<file path="src/ebml_pkg.sv">
// ----------------------------------------------------------------------------
// ebml_pkg
// Shared types and constants for the EBML element encoder.
// ----------------------------------------------------------------------------
package ebml_pkg;

    typedef enum logic [1:0] {
        CMD_UINT   = 2'd0,
        CMD_VINT   = 2'd1,
        CMD_MARKER = 2'd2,
        CMD_ID     = 2'd3
    } cmd_t;

    localparam logic [63:0] VINT_LIMIT  = 64'h00FF_FFFF_FFFF_FFFF;
    localparam logic [3:0]  MAX_LEN     = 4'd8;
    localparam logic [8:0]  MARKER_BASE = 9'h1ff;
    localparam logic [7:0]  UINT_HDR    = 8'h80;
    localparam logic [7:0]  ERR_BYTE    = 8'h00;

    // Byte plan for one command: ID bytes, optional header byte, value bytes.
    typedef struct packed {
        logic        err;
        logic [31:0] id;
        logic [2:0]  id_cnt;
        logic [7:0]  hdr;
        logic        hdr_cnt;
        logic [63:0] val;
        logic [3:0]  val_cnt;
        logic [3:0]  total;
    } desc_t;

endpackage

</file>
<file path="src/ebml_element_encoder_top.sv">
// ----------------------------------------------------------------------------
// ebml_element_encoder_top
// EBML element serializer: one command in, a stream of encoded bytes out.
//
// Input channel (in_valid/in_ready) takes one command per beat: cmd,
// element_id, value and length. Output channel (out_valid/out_ready)
// delivers one byte per beat, most significant first, with last on the
// final byte of each command and error on the single error byte.
// A command becomes a byte plan in the same cycle it is accepted and waits
// in a two-entry queue, from which the serializer walks the head plan.
// The first byte goes through the queue entry, then the registered output
// stage. Throughput: one output byte per cycle while out_ready holds; a
// command is 1 to 13 bytes, and commands follow each other with no gap.
// When the receiver stalls, the output byte holds and the queue fills;
// in_ready drops only while both queue entries are occupied.
// Reset clears the queue and output stage; no command is in flight after it.
// ----------------------------------------------------------------------------
module ebml_element_encoder_top (
    input  logic        clk,
    input  logic        rst_n,
    input  logic        in_valid,
    output logic        in_ready,
    input  logic [1:0]  cmd,
    input  logic [31:0] element_id,
    input  logic [63:0] value,
    input  logic [3:0]  length,
    output logic        out_valid,
    input  logic        out_ready,
    output logic [7:0]  out_byte,
    output logic        last,
    output logic        error
);

    ebml_pkg::desc_t front_desc;
    ebml_pkg::desc_t head_desc;
    logic            q_full;
    logic            head_valid;
    logic            pop;

    ebml_front u_front (
        .cmd        (cmd),
        .element_id (element_id),
        .value      (value),
        .length     (length),
        .desc       (front_desc)
    );

    ebml_queue u_queue (
        .clk        (clk),
        .rst_n      (rst_n),
        .push       (in_valid),
        .push_desc  (front_desc),
        .full       (q_full),
        .pop        (pop),
        .head_valid (head_valid),
        .head_desc  (head_desc)
    );

    ebml_back u_back (
        .clk        (clk),
        .rst_n      (rst_n),
        .head_valid (head_valid),
        .head_desc  (head_desc),
        .pop        (pop),
        .out_valid  (out_valid),
        .out_ready  (out_ready),
        .out_byte   (out_byte),
        .last       (last),
        .error      (error)
    );

    assign in_ready = !q_full;

    assert property (@(posedge clk) disable iff (!rst_n)
        out_valid && error |-> last)
    else $error("error byte without last");

    assert property (@(posedge clk) disable iff (!rst_n)
        out_valid && error |-> (out_byte == ebml_pkg::ERR_BYTE))
    else $error("error byte is not zero");

    assert property (@(posedge clk) disable iff (!rst_n)
        !in_ready |-> head_valid)
    else $error("input stalled with empty queue");

endmodule

</file>
<file path="src/ebml_front.sv">
// ----------------------------------------------------------------------------
// ebml_front
// Classify one command into a byte plan: counts, header byte and error flag.
// ----------------------------------------------------------------------------
module ebml_front (
    input  logic [1:0]     cmd,
    input  logic [31:0]    element_id,
    input  logic [63:0]    value,
    input  logic [3:0]     length,
    output ebml_pkg::desc_t desc
);

    logic [31:0] id_inc;
    logic [2:0]  id_cnt;
    logic [3:0]  val_bytes;
    logic [63:0] val_inc;
    logic [3:0]  needed;
    logic [3:0]  vint_len;
    logic        vint_err;
    logic        marker_err;

    assign id_inc  = element_id + 32'd1;
    assign val_inc = value + 64'd1;

    always_comb
    begin
        if (id_inc[31:8] == '0)
            id_cnt = 3'd1;
        else if (id_inc[31:15] == '0)
            id_cnt = 3'd2;
        else if (id_inc[31:22] == '0)
            id_cnt = 3'd3;
        else
            id_cnt = 3'd4;
    end

    always_comb
    begin
        val_bytes = 4'd1;
        for (int i = 1; i < 8; i++)
        begin
            if (value[8*i +: 8] != '0)
                val_bytes = 4'(i + 1);
        end
    end

    always_comb
    begin
        needed = 4'd1;
        for (int n = 1; n < 8; n++)
        begin
            if ((val_inc >> (7 * n)) != '0)
                needed = 4'(n + 1);
        end
    end

    assign vint_len   = (length == '0) ? needed : length;
    assign vint_err   = (value >= ebml_pkg::VINT_LIMIT) ||
                        ((length != '0) && ((length > ebml_pkg::MAX_LEN) || (length < needed)));
    assign marker_err = (length == '0) || (length > ebml_pkg::MAX_LEN);

    always_comb
    begin
        desc         = '0;
        desc.id      = element_id;
        case (ebml_pkg::cmd_t'(cmd))
            ebml_pkg::CMD_UINT:
            begin
                desc.id_cnt  = id_cnt;
                desc.hdr     = ebml_pkg::UINT_HDR | {4'd0, val_bytes};
                desc.hdr_cnt = 1'b1;
                desc.val     = value;
                desc.val_cnt = val_bytes;
            end
            ebml_pkg::CMD_VINT:
            begin
                if (vint_err)
                begin
                    desc.err     = 1'b1;
                    desc.hdr     = ebml_pkg::ERR_BYTE;
                    desc.hdr_cnt = 1'b1;
                end
                else
                begin
                    desc.val     = value | (64'd1 << (7 * vint_len));
                    desc.val_cnt = vint_len;
                end
            end
            ebml_pkg::CMD_MARKER:
            begin
                desc.hdr_cnt = 1'b1;
                if (marker_err)
                begin
                    desc.err = 1'b1;
                    desc.hdr = ebml_pkg::ERR_BYTE;
                end
                else
                begin
                    desc.hdr     = 8'(ebml_pkg::MARKER_BASE >> length);
                    desc.val     = '1;
                    desc.val_cnt = length - 4'd1;
                end
            end
            default:
            begin
                desc.id_cnt = id_cnt;
            end
        endcase
        desc.total = 4'(desc.id_cnt) + 4'(desc.hdr_cnt) + desc.val_cnt;
    end

endmodule

</file>
<file path="src/ebml_queue.sv">
// ----------------------------------------------------------------------------
// ebml_queue
// Two-entry queue of byte plans between the classifier and the serializer.
// ----------------------------------------------------------------------------
module ebml_queue (
    input  logic            clk,
    input  logic            rst_n,
    input  logic            push,
    input  ebml_pkg::desc_t push_desc,
    output logic            full,
    input  logic            pop,
    output logic            head_valid,
    output ebml_pkg::desc_t head_desc
);

    ebml_pkg::desc_t mem_reg [2];
    logic       wr_ptr_reg, wr_ptr_next;
    logic       rd_ptr_reg, rd_ptr_next;
    logic [1:0] count_reg, count_next;
    logic       do_push;
    logic       do_pop;

    assign full       = (count_reg == 2'd2);
    assign head_valid = (count_reg != 2'd0);
    assign head_desc  = mem_reg[rd_ptr_reg];
    assign do_push    = push && !full;
    assign do_pop     = pop && head_valid;

    always_comb
    begin
        wr_ptr_next = do_push ? !wr_ptr_reg : wr_ptr_reg;
        rd_ptr_next = do_pop ? !rd_ptr_reg : rd_ptr_reg;
        count_next  = count_reg + 2'(do_push) - 2'(do_pop);
    end

    always_ff @(posedge clk or negedge rst_n)
    begin
        if (!rst_n)
        begin
            wr_ptr_reg <= 1'b0;
            rd_ptr_reg <= 1'b0;
            count_reg  <= 2'd0;
        end
        else
        begin
            wr_ptr_reg <= wr_ptr_next;
            rd_ptr_reg <= rd_ptr_next;
            count_reg  <= count_next;
        end
    end

    always_ff @(posedge clk)
    begin
        if (do_push)
            mem_reg[wr_ptr_reg] <= push_desc;
    end

endmodule

</file>
<file path="src/ebml_back.sv">
// ----------------------------------------------------------------------------
// ebml_back
// Walk the head byte plan one byte per beat into a registered output stage.
// ----------------------------------------------------------------------------
module ebml_back (
    input  logic            clk,
    input  logic            rst_n,
    input  logic            head_valid,
    input  ebml_pkg::desc_t head_desc,
    output logic            pop,
    output logic            out_valid,
    input  logic            out_ready,
    output logic [7:0]      out_byte,
    output logic            last,
    output logic            error
);

    logic [3:0] idx_reg, idx_next;
    logic       valid_reg, valid_next;
    logic [7:0] byte_reg, byte_next;
    logic       last_reg, last_next;
    logic       error_reg, error_next;
    logic       advance;
    logic       is_last;
    logic [1:0] id_sel_w;
    logic [2:0] val_sel_w;
    logic [7:0] cur_byte;

    assign advance   = head_valid && (!valid_reg || out_ready);
    assign is_last   = (idx_reg == head_desc.total - 4'd1);
    assign id_sel_w  = 2'(4'(head_desc.id_cnt) - 4'd1 - idx_reg);
    assign val_sel_w = 3'(head_desc.total - 4'd1 - idx_reg);
    assign pop       = advance && is_last;

    always_comb
    begin
        if (idx_reg < 4'(head_desc.id_cnt))
            cur_byte = head_desc.id[8*id_sel_w +: 8];
        else if (idx_reg < 4'(head_desc.id_cnt) + 4'(head_desc.hdr_cnt))
            cur_byte = head_desc.hdr;
        else
            cur_byte = head_desc.val[8*val_sel_w +: 8];
    end

    always_comb
    begin
        idx_next   = idx_reg;
        valid_next = valid_reg;
        byte_next  = byte_reg;
        last_next  = last_reg;
        error_next = error_reg;
        if (advance)
        begin
            valid_next = 1'b1;
            byte_next  = cur_byte;
            last_next  = is_last;
            error_next = head_desc.err;
            idx_next   = is_last ? 4'd0 : idx_reg + 4'd1;
        end
        else if (out_ready)
        begin
            valid_next = 1'b0;
        end
    end

    always_ff @(posedge clk or negedge rst_n)
    begin
        if (!rst_n)
        begin
            idx_reg   <= 4'd0;
            valid_reg <= 1'b0;
        end
        else
        begin
            idx_reg   <= idx_next;
            valid_reg <= valid_next;
        end
    end

    always_ff @(posedge clk)
    begin
        byte_reg  <= byte_next;
        last_reg  <= last_next;
        error_reg <= error_next;
    end

    assign out_valid = valid_reg;
    assign out_byte  = byte_reg;
    assign last      = last_reg;
    assign error     = error_reg;

endmodule
</file>
<file path="config.mk">
export PLATFORM = sky130hd
export DESIGN_NAME = ebml_element_encoder_top
export DESIGN_NICKNAME = d
export VERILOG_FILES = /design/src/ebml_pkg.sv /design/src/ebml_element_encoder_top.sv /design/src/ebml_front.sv /design/src/ebml_queue.sv /design/src/ebml_back.sv
export SDC_FILE = /design/constraint.sdc
export NUM_CORES = 1
export LEC_CHECK = 0
export BUFFER_PORTS_ARGS = -buffer_cell sky130_fd_sc_hd__buf_2
export CORE_ASPECT_RATIO = 0.5
export CORE_MARGIN = 10
export CORE_UTILIZATION = 45
export CTS_BUF_LIST = sky130_fd_sc_hd__clkbuf_4
export DETAILED_ROUTE_END_ITERATION = 16
export GPL_TIMING_DRIVEN = 0
export HOLD_SLACK_MARGIN = 0.03
export PLACE_DENSITY = 0.71
export SYNTH_ARGS = -nofsm -noshare
export SYNTH_HDL_FRONTEND = slang
export SYNTH_SLANG_ARGS = --single-unit
</file>
<file path="constraint.sdc">
create_clock -name clk -period 6.75 [get_ports clk]
set_input_delay 1.35 -clock clk [delete_from_list [all_inputs] [get_ports clk]]
set_output_delay 1.35 -clock clk [all_outputs]
set_load 0.02 [all_outputs]
</file>
==> run_results.csv <==
group,metric,value,unit
global_routing,met3_usage,4.378,%
floorplanning,dieArea,35910,sq um
setup_path,arrival,6.83,ns
layout,syn_to_final_growth,14.22,%
layout,layout.nets,1254,
global_routing,use_met2,31.01,%
clock_tree,cts_tree,"built",
timing,rsz0062_at_grt,"no",
floorplanning,start_util,45.89,%
route,final_antenna_net_count,0,
min_path,holdPathStages,2,
yosys,synth_commonest_cells,"edfxtp_1, a21o_1, mux4_2, nand2_1, nor2_1",
yosys,synth_mux_area_share,12.20,%
placed_design,port_buffers,112,
route,drt_wl_total,35.48,mm
timing,min_period,6.396,ns
floorplanning,core_area,27820,sq um
floorplanning,rows,43,
yosys,ys_ff_latch,245,
yosys,synth_top_family_by_area,"simple AND/OR/NAND/NOR gates",
timing,finalCritPeriodShare,94.75,%
yosys,yosys.area.top_type,"edfxtp_1",
yosys,synth_cell_types,71,
timing,maxSlewHeadroom,18.51,%
setup_path,cp_num_buf_inv,3,
route,drt_first_pass_iters,6,
timing,maxSlewViolCount,0,
global_routing,grt-ovfl-total,0,
placed_design,dp_hpwl,26.21,mm
yosys,syn-num-nets,1079,
timing,fmaxAchievable,0.1564,GHz
route,drc_errors,0,
power_and_ir_drop,peakVddDrop,0.2696,mV
min_path,hold_path_class,"register to register",
placed_design,routabilityCongestion,0.9641,
yosys,synth-adder-area-share,3.215,%
yosys,yosysMostFrequentCell,"edfxtp_1",
power_and_ir_drop,power.total,5760,uW
clock_tree,root_buffer,"clkbuf_4",
setup_path,path_delay_family,"simple AND/OR/NAND/NOR gates",
run,maxCapViolations,0,
yosys,synth_top_area_share,55.52,%
layout,fillCellCount,2361,
layout,postLayoutCoreUtil,52.41,%
setup_path,crit_chain,"buf_2 -> and2_1 -> nand2_1 -> or4_4 -> buf_6 -> nor2_1 -> mux2_1 -> a2111oi_4 -> nand4_2 -> inv_1 -> nand2b_1 -> ha_1 -> a211oi_1 -> nand2_1 -> a21oi_1 -> nand4_1 -> o21ai_0 -> nand2_1 -> a21o_1 -> fa_1 -> fa_1 -> xnor2_1",
yosys,syn-instance-count,942,
clock_tree,htree_levels,2,
timing,fin_tns_setup,0,ns
global_routing,use_met1,25.18,%
global_routing,grt_usage,19.19,%
yosys,yosysSeqAreaShare,57.29,%
floorplanning,die_y,139.1,microns
power_and_ir_drop,power_density,395.1,nW/um^2
placed_design,dpl_worst_slack,-0.5563,ns
floorplanning,die_x,258.2,microns
yosys,synthArstFlopShare,3.673,%
global_routing,grt_pass1_wl,53.71,mm
route,dr.first_iter.drc_count,958,
setup_path,crit_path_end_kind,"register",
layout,multi_input_area,5161,sq um
clock_tree,path_clk_slew,0.07,ns
route,wl_per_cell,23.20,microns
clock_tree,cts_made_buffers,56,
global_routing,grt_max_degree,71,
yosys,synthXorXnorAreaFrac,2.059,%
setup_path,critPathMaxFanout,7,
layout,largest_reg_flops,226,
clock_tree,post-cts-setup-buffers,0,
setup_path,required,7.18,ns
yosys,synth_edf_count,236,
layout,drive_gt1_share,24.78,%
setup_path,worstSetupPathDepth,22,
route,detail_route.vias_per_cell,6.077,
yosys,synthSimpleGateAreaFrac,12.78,%
setup_path,start_kind,"primary input",
timing,worst_slew_pin_slew,1.218,ns
setup_path,reg2reg_depth,17,
layout,register_area,7312,sq um
setup_path,worst-setup-path-type,"primary input to register",
setup_path,max_stage_delay,0.57,ns
yosys,synthesis.area_per_instance,13.55,sq um
timing,finalHoldViolCount,0,
setup_path,crit_slowest_cell,"or4_4",
global_routing,grt_busiest_layer,"met2",
yosys,synthTopCellsByArea,"edfxtp_1, mux4_2, a21o_1, ha_1, mux2i_1",
global_routing,antenna_found_initial,4,
power_and_ir_drop,cellLeakagePower,0.005539,uW
timing,fin_ws,0.3541,ns
setup_path,worst_path_most_repeated_cell,"nand2_1",
yosys,synth_compound_area_share,9.970,%
global_routing,grt_pass1_vias,9239,
yosys,syn_area,12760,sq um
yosys,yosys_warnings,0,
floorplanning,boundaryPins,118,
yosys,ys.flop_type,"edfxtp_1",
clock_tree,clk_latency,0.71,ns
clock_tree,clock_sink_count,245,
timing,fin_worst_skew,0.01720,ns
outcome,status,"complete, no violations",
timing,finalSetupViolations,0,
clock_tree,cts_buffer_depth,3,
route,vias,9291,
-- layout make-up --
type                    count  area share (%)
flip-flops and latches    245           50.15
multi-input cells         622           35.40
repair buffers            117           4.634
clock buffers              69           3.553
well taps                 382           3.278
plain buffers              49           1.596
clock inverters            18          0.6952
inverters                  26          0.6694
diodes                      1         0.01716
-- per-layer routing --
metal	wire length, microns	share of wire [%]	vias up
met4	828	2.3	4
met3	3247	9.2	64
li1	-	-	4145
met1	14470	41	4625
met2	16920	48	453
met5	16	0.045	-
-- path summary, 6_finish.rpt --
kind | startpoint | to | slack, ns
max | value[14] | u_queue.mem_reg[1][2] | 0.35
min | u_queue.count_reg[0] | u_back.out_valid | 0.47
max reg2reg | u_queue.rd_ptr_reg | u_back.out_byte[6] | 0.68
min reg2reg | u_queue.count_reg[0] | u_back.out_valid | 0.47
max in group asynchronous | rst_n | u_queue.rd_ptr_reg | 6.07
min in group asynchronous | rst_n | u_queue.wr_ptr_reg | 0.49
-- worst min-delay path: cells and delay by family, from the launching register on --
kind,cells,cell delay [ns]
simple gates,2,0.09
flops,1,0.35
-- report_power, final --
part           internal, uW  switching (uW)
sequential             2150             120
combinational          1030            1370
clock                   513             572
total                  3690            2070
-- placed cells by master (no fill, tap or decap), types with 7 or more instances in the layout --
cell and instances:
clkbuf_4 69, nand2b_1 7, edfxtp_1 236, nor3_1 19, mux2i_1 24, o211ai_1 15
nand4_1 37, mux4_2 56, nand3_1 32, xnor2_1 17, nor4_1 18, ha_1 28
buf_1 7, clkbuf_1 25, clkinv_1 12, xor2_1 12, and2_1 9, buf_2 122
nand2_1 54, a21oi_1 14, inv_1 26, nor2_1 47, dfrtp_1 9, and3_1 20
a21o_1 60, o21ai_0 38, and4_1 15, or4_1 7
-- metrics by stage --
stage                     cells  hold slack, ns  area (sq um)
final                      1529          0.4691         14580
after global routing       1529          0.4389         14580
after floorplan             942          0.4523         12760
after detailed placement   1441          0.4670         13930
after global placement     1436          0.4646         13800
after CTS                  1528          0.4451         14550
-- cell families (layout without fill, tap and decap cells) --
group,Yosys count,count (layout)
other cells,0,1
simple gates,296,296
mux,85,85
buf+inv,75,279
compound gates,180,180
flops,245,245
xor+xnor,30,30
fa+ha+maj,31,31
-- timing repair --
item                                    CTS  global route
endpoints found under the setup margin    0             8
hold buffers                              0             0
gates resized for setup                   0             7
Power figures use the tool's default switching activity.
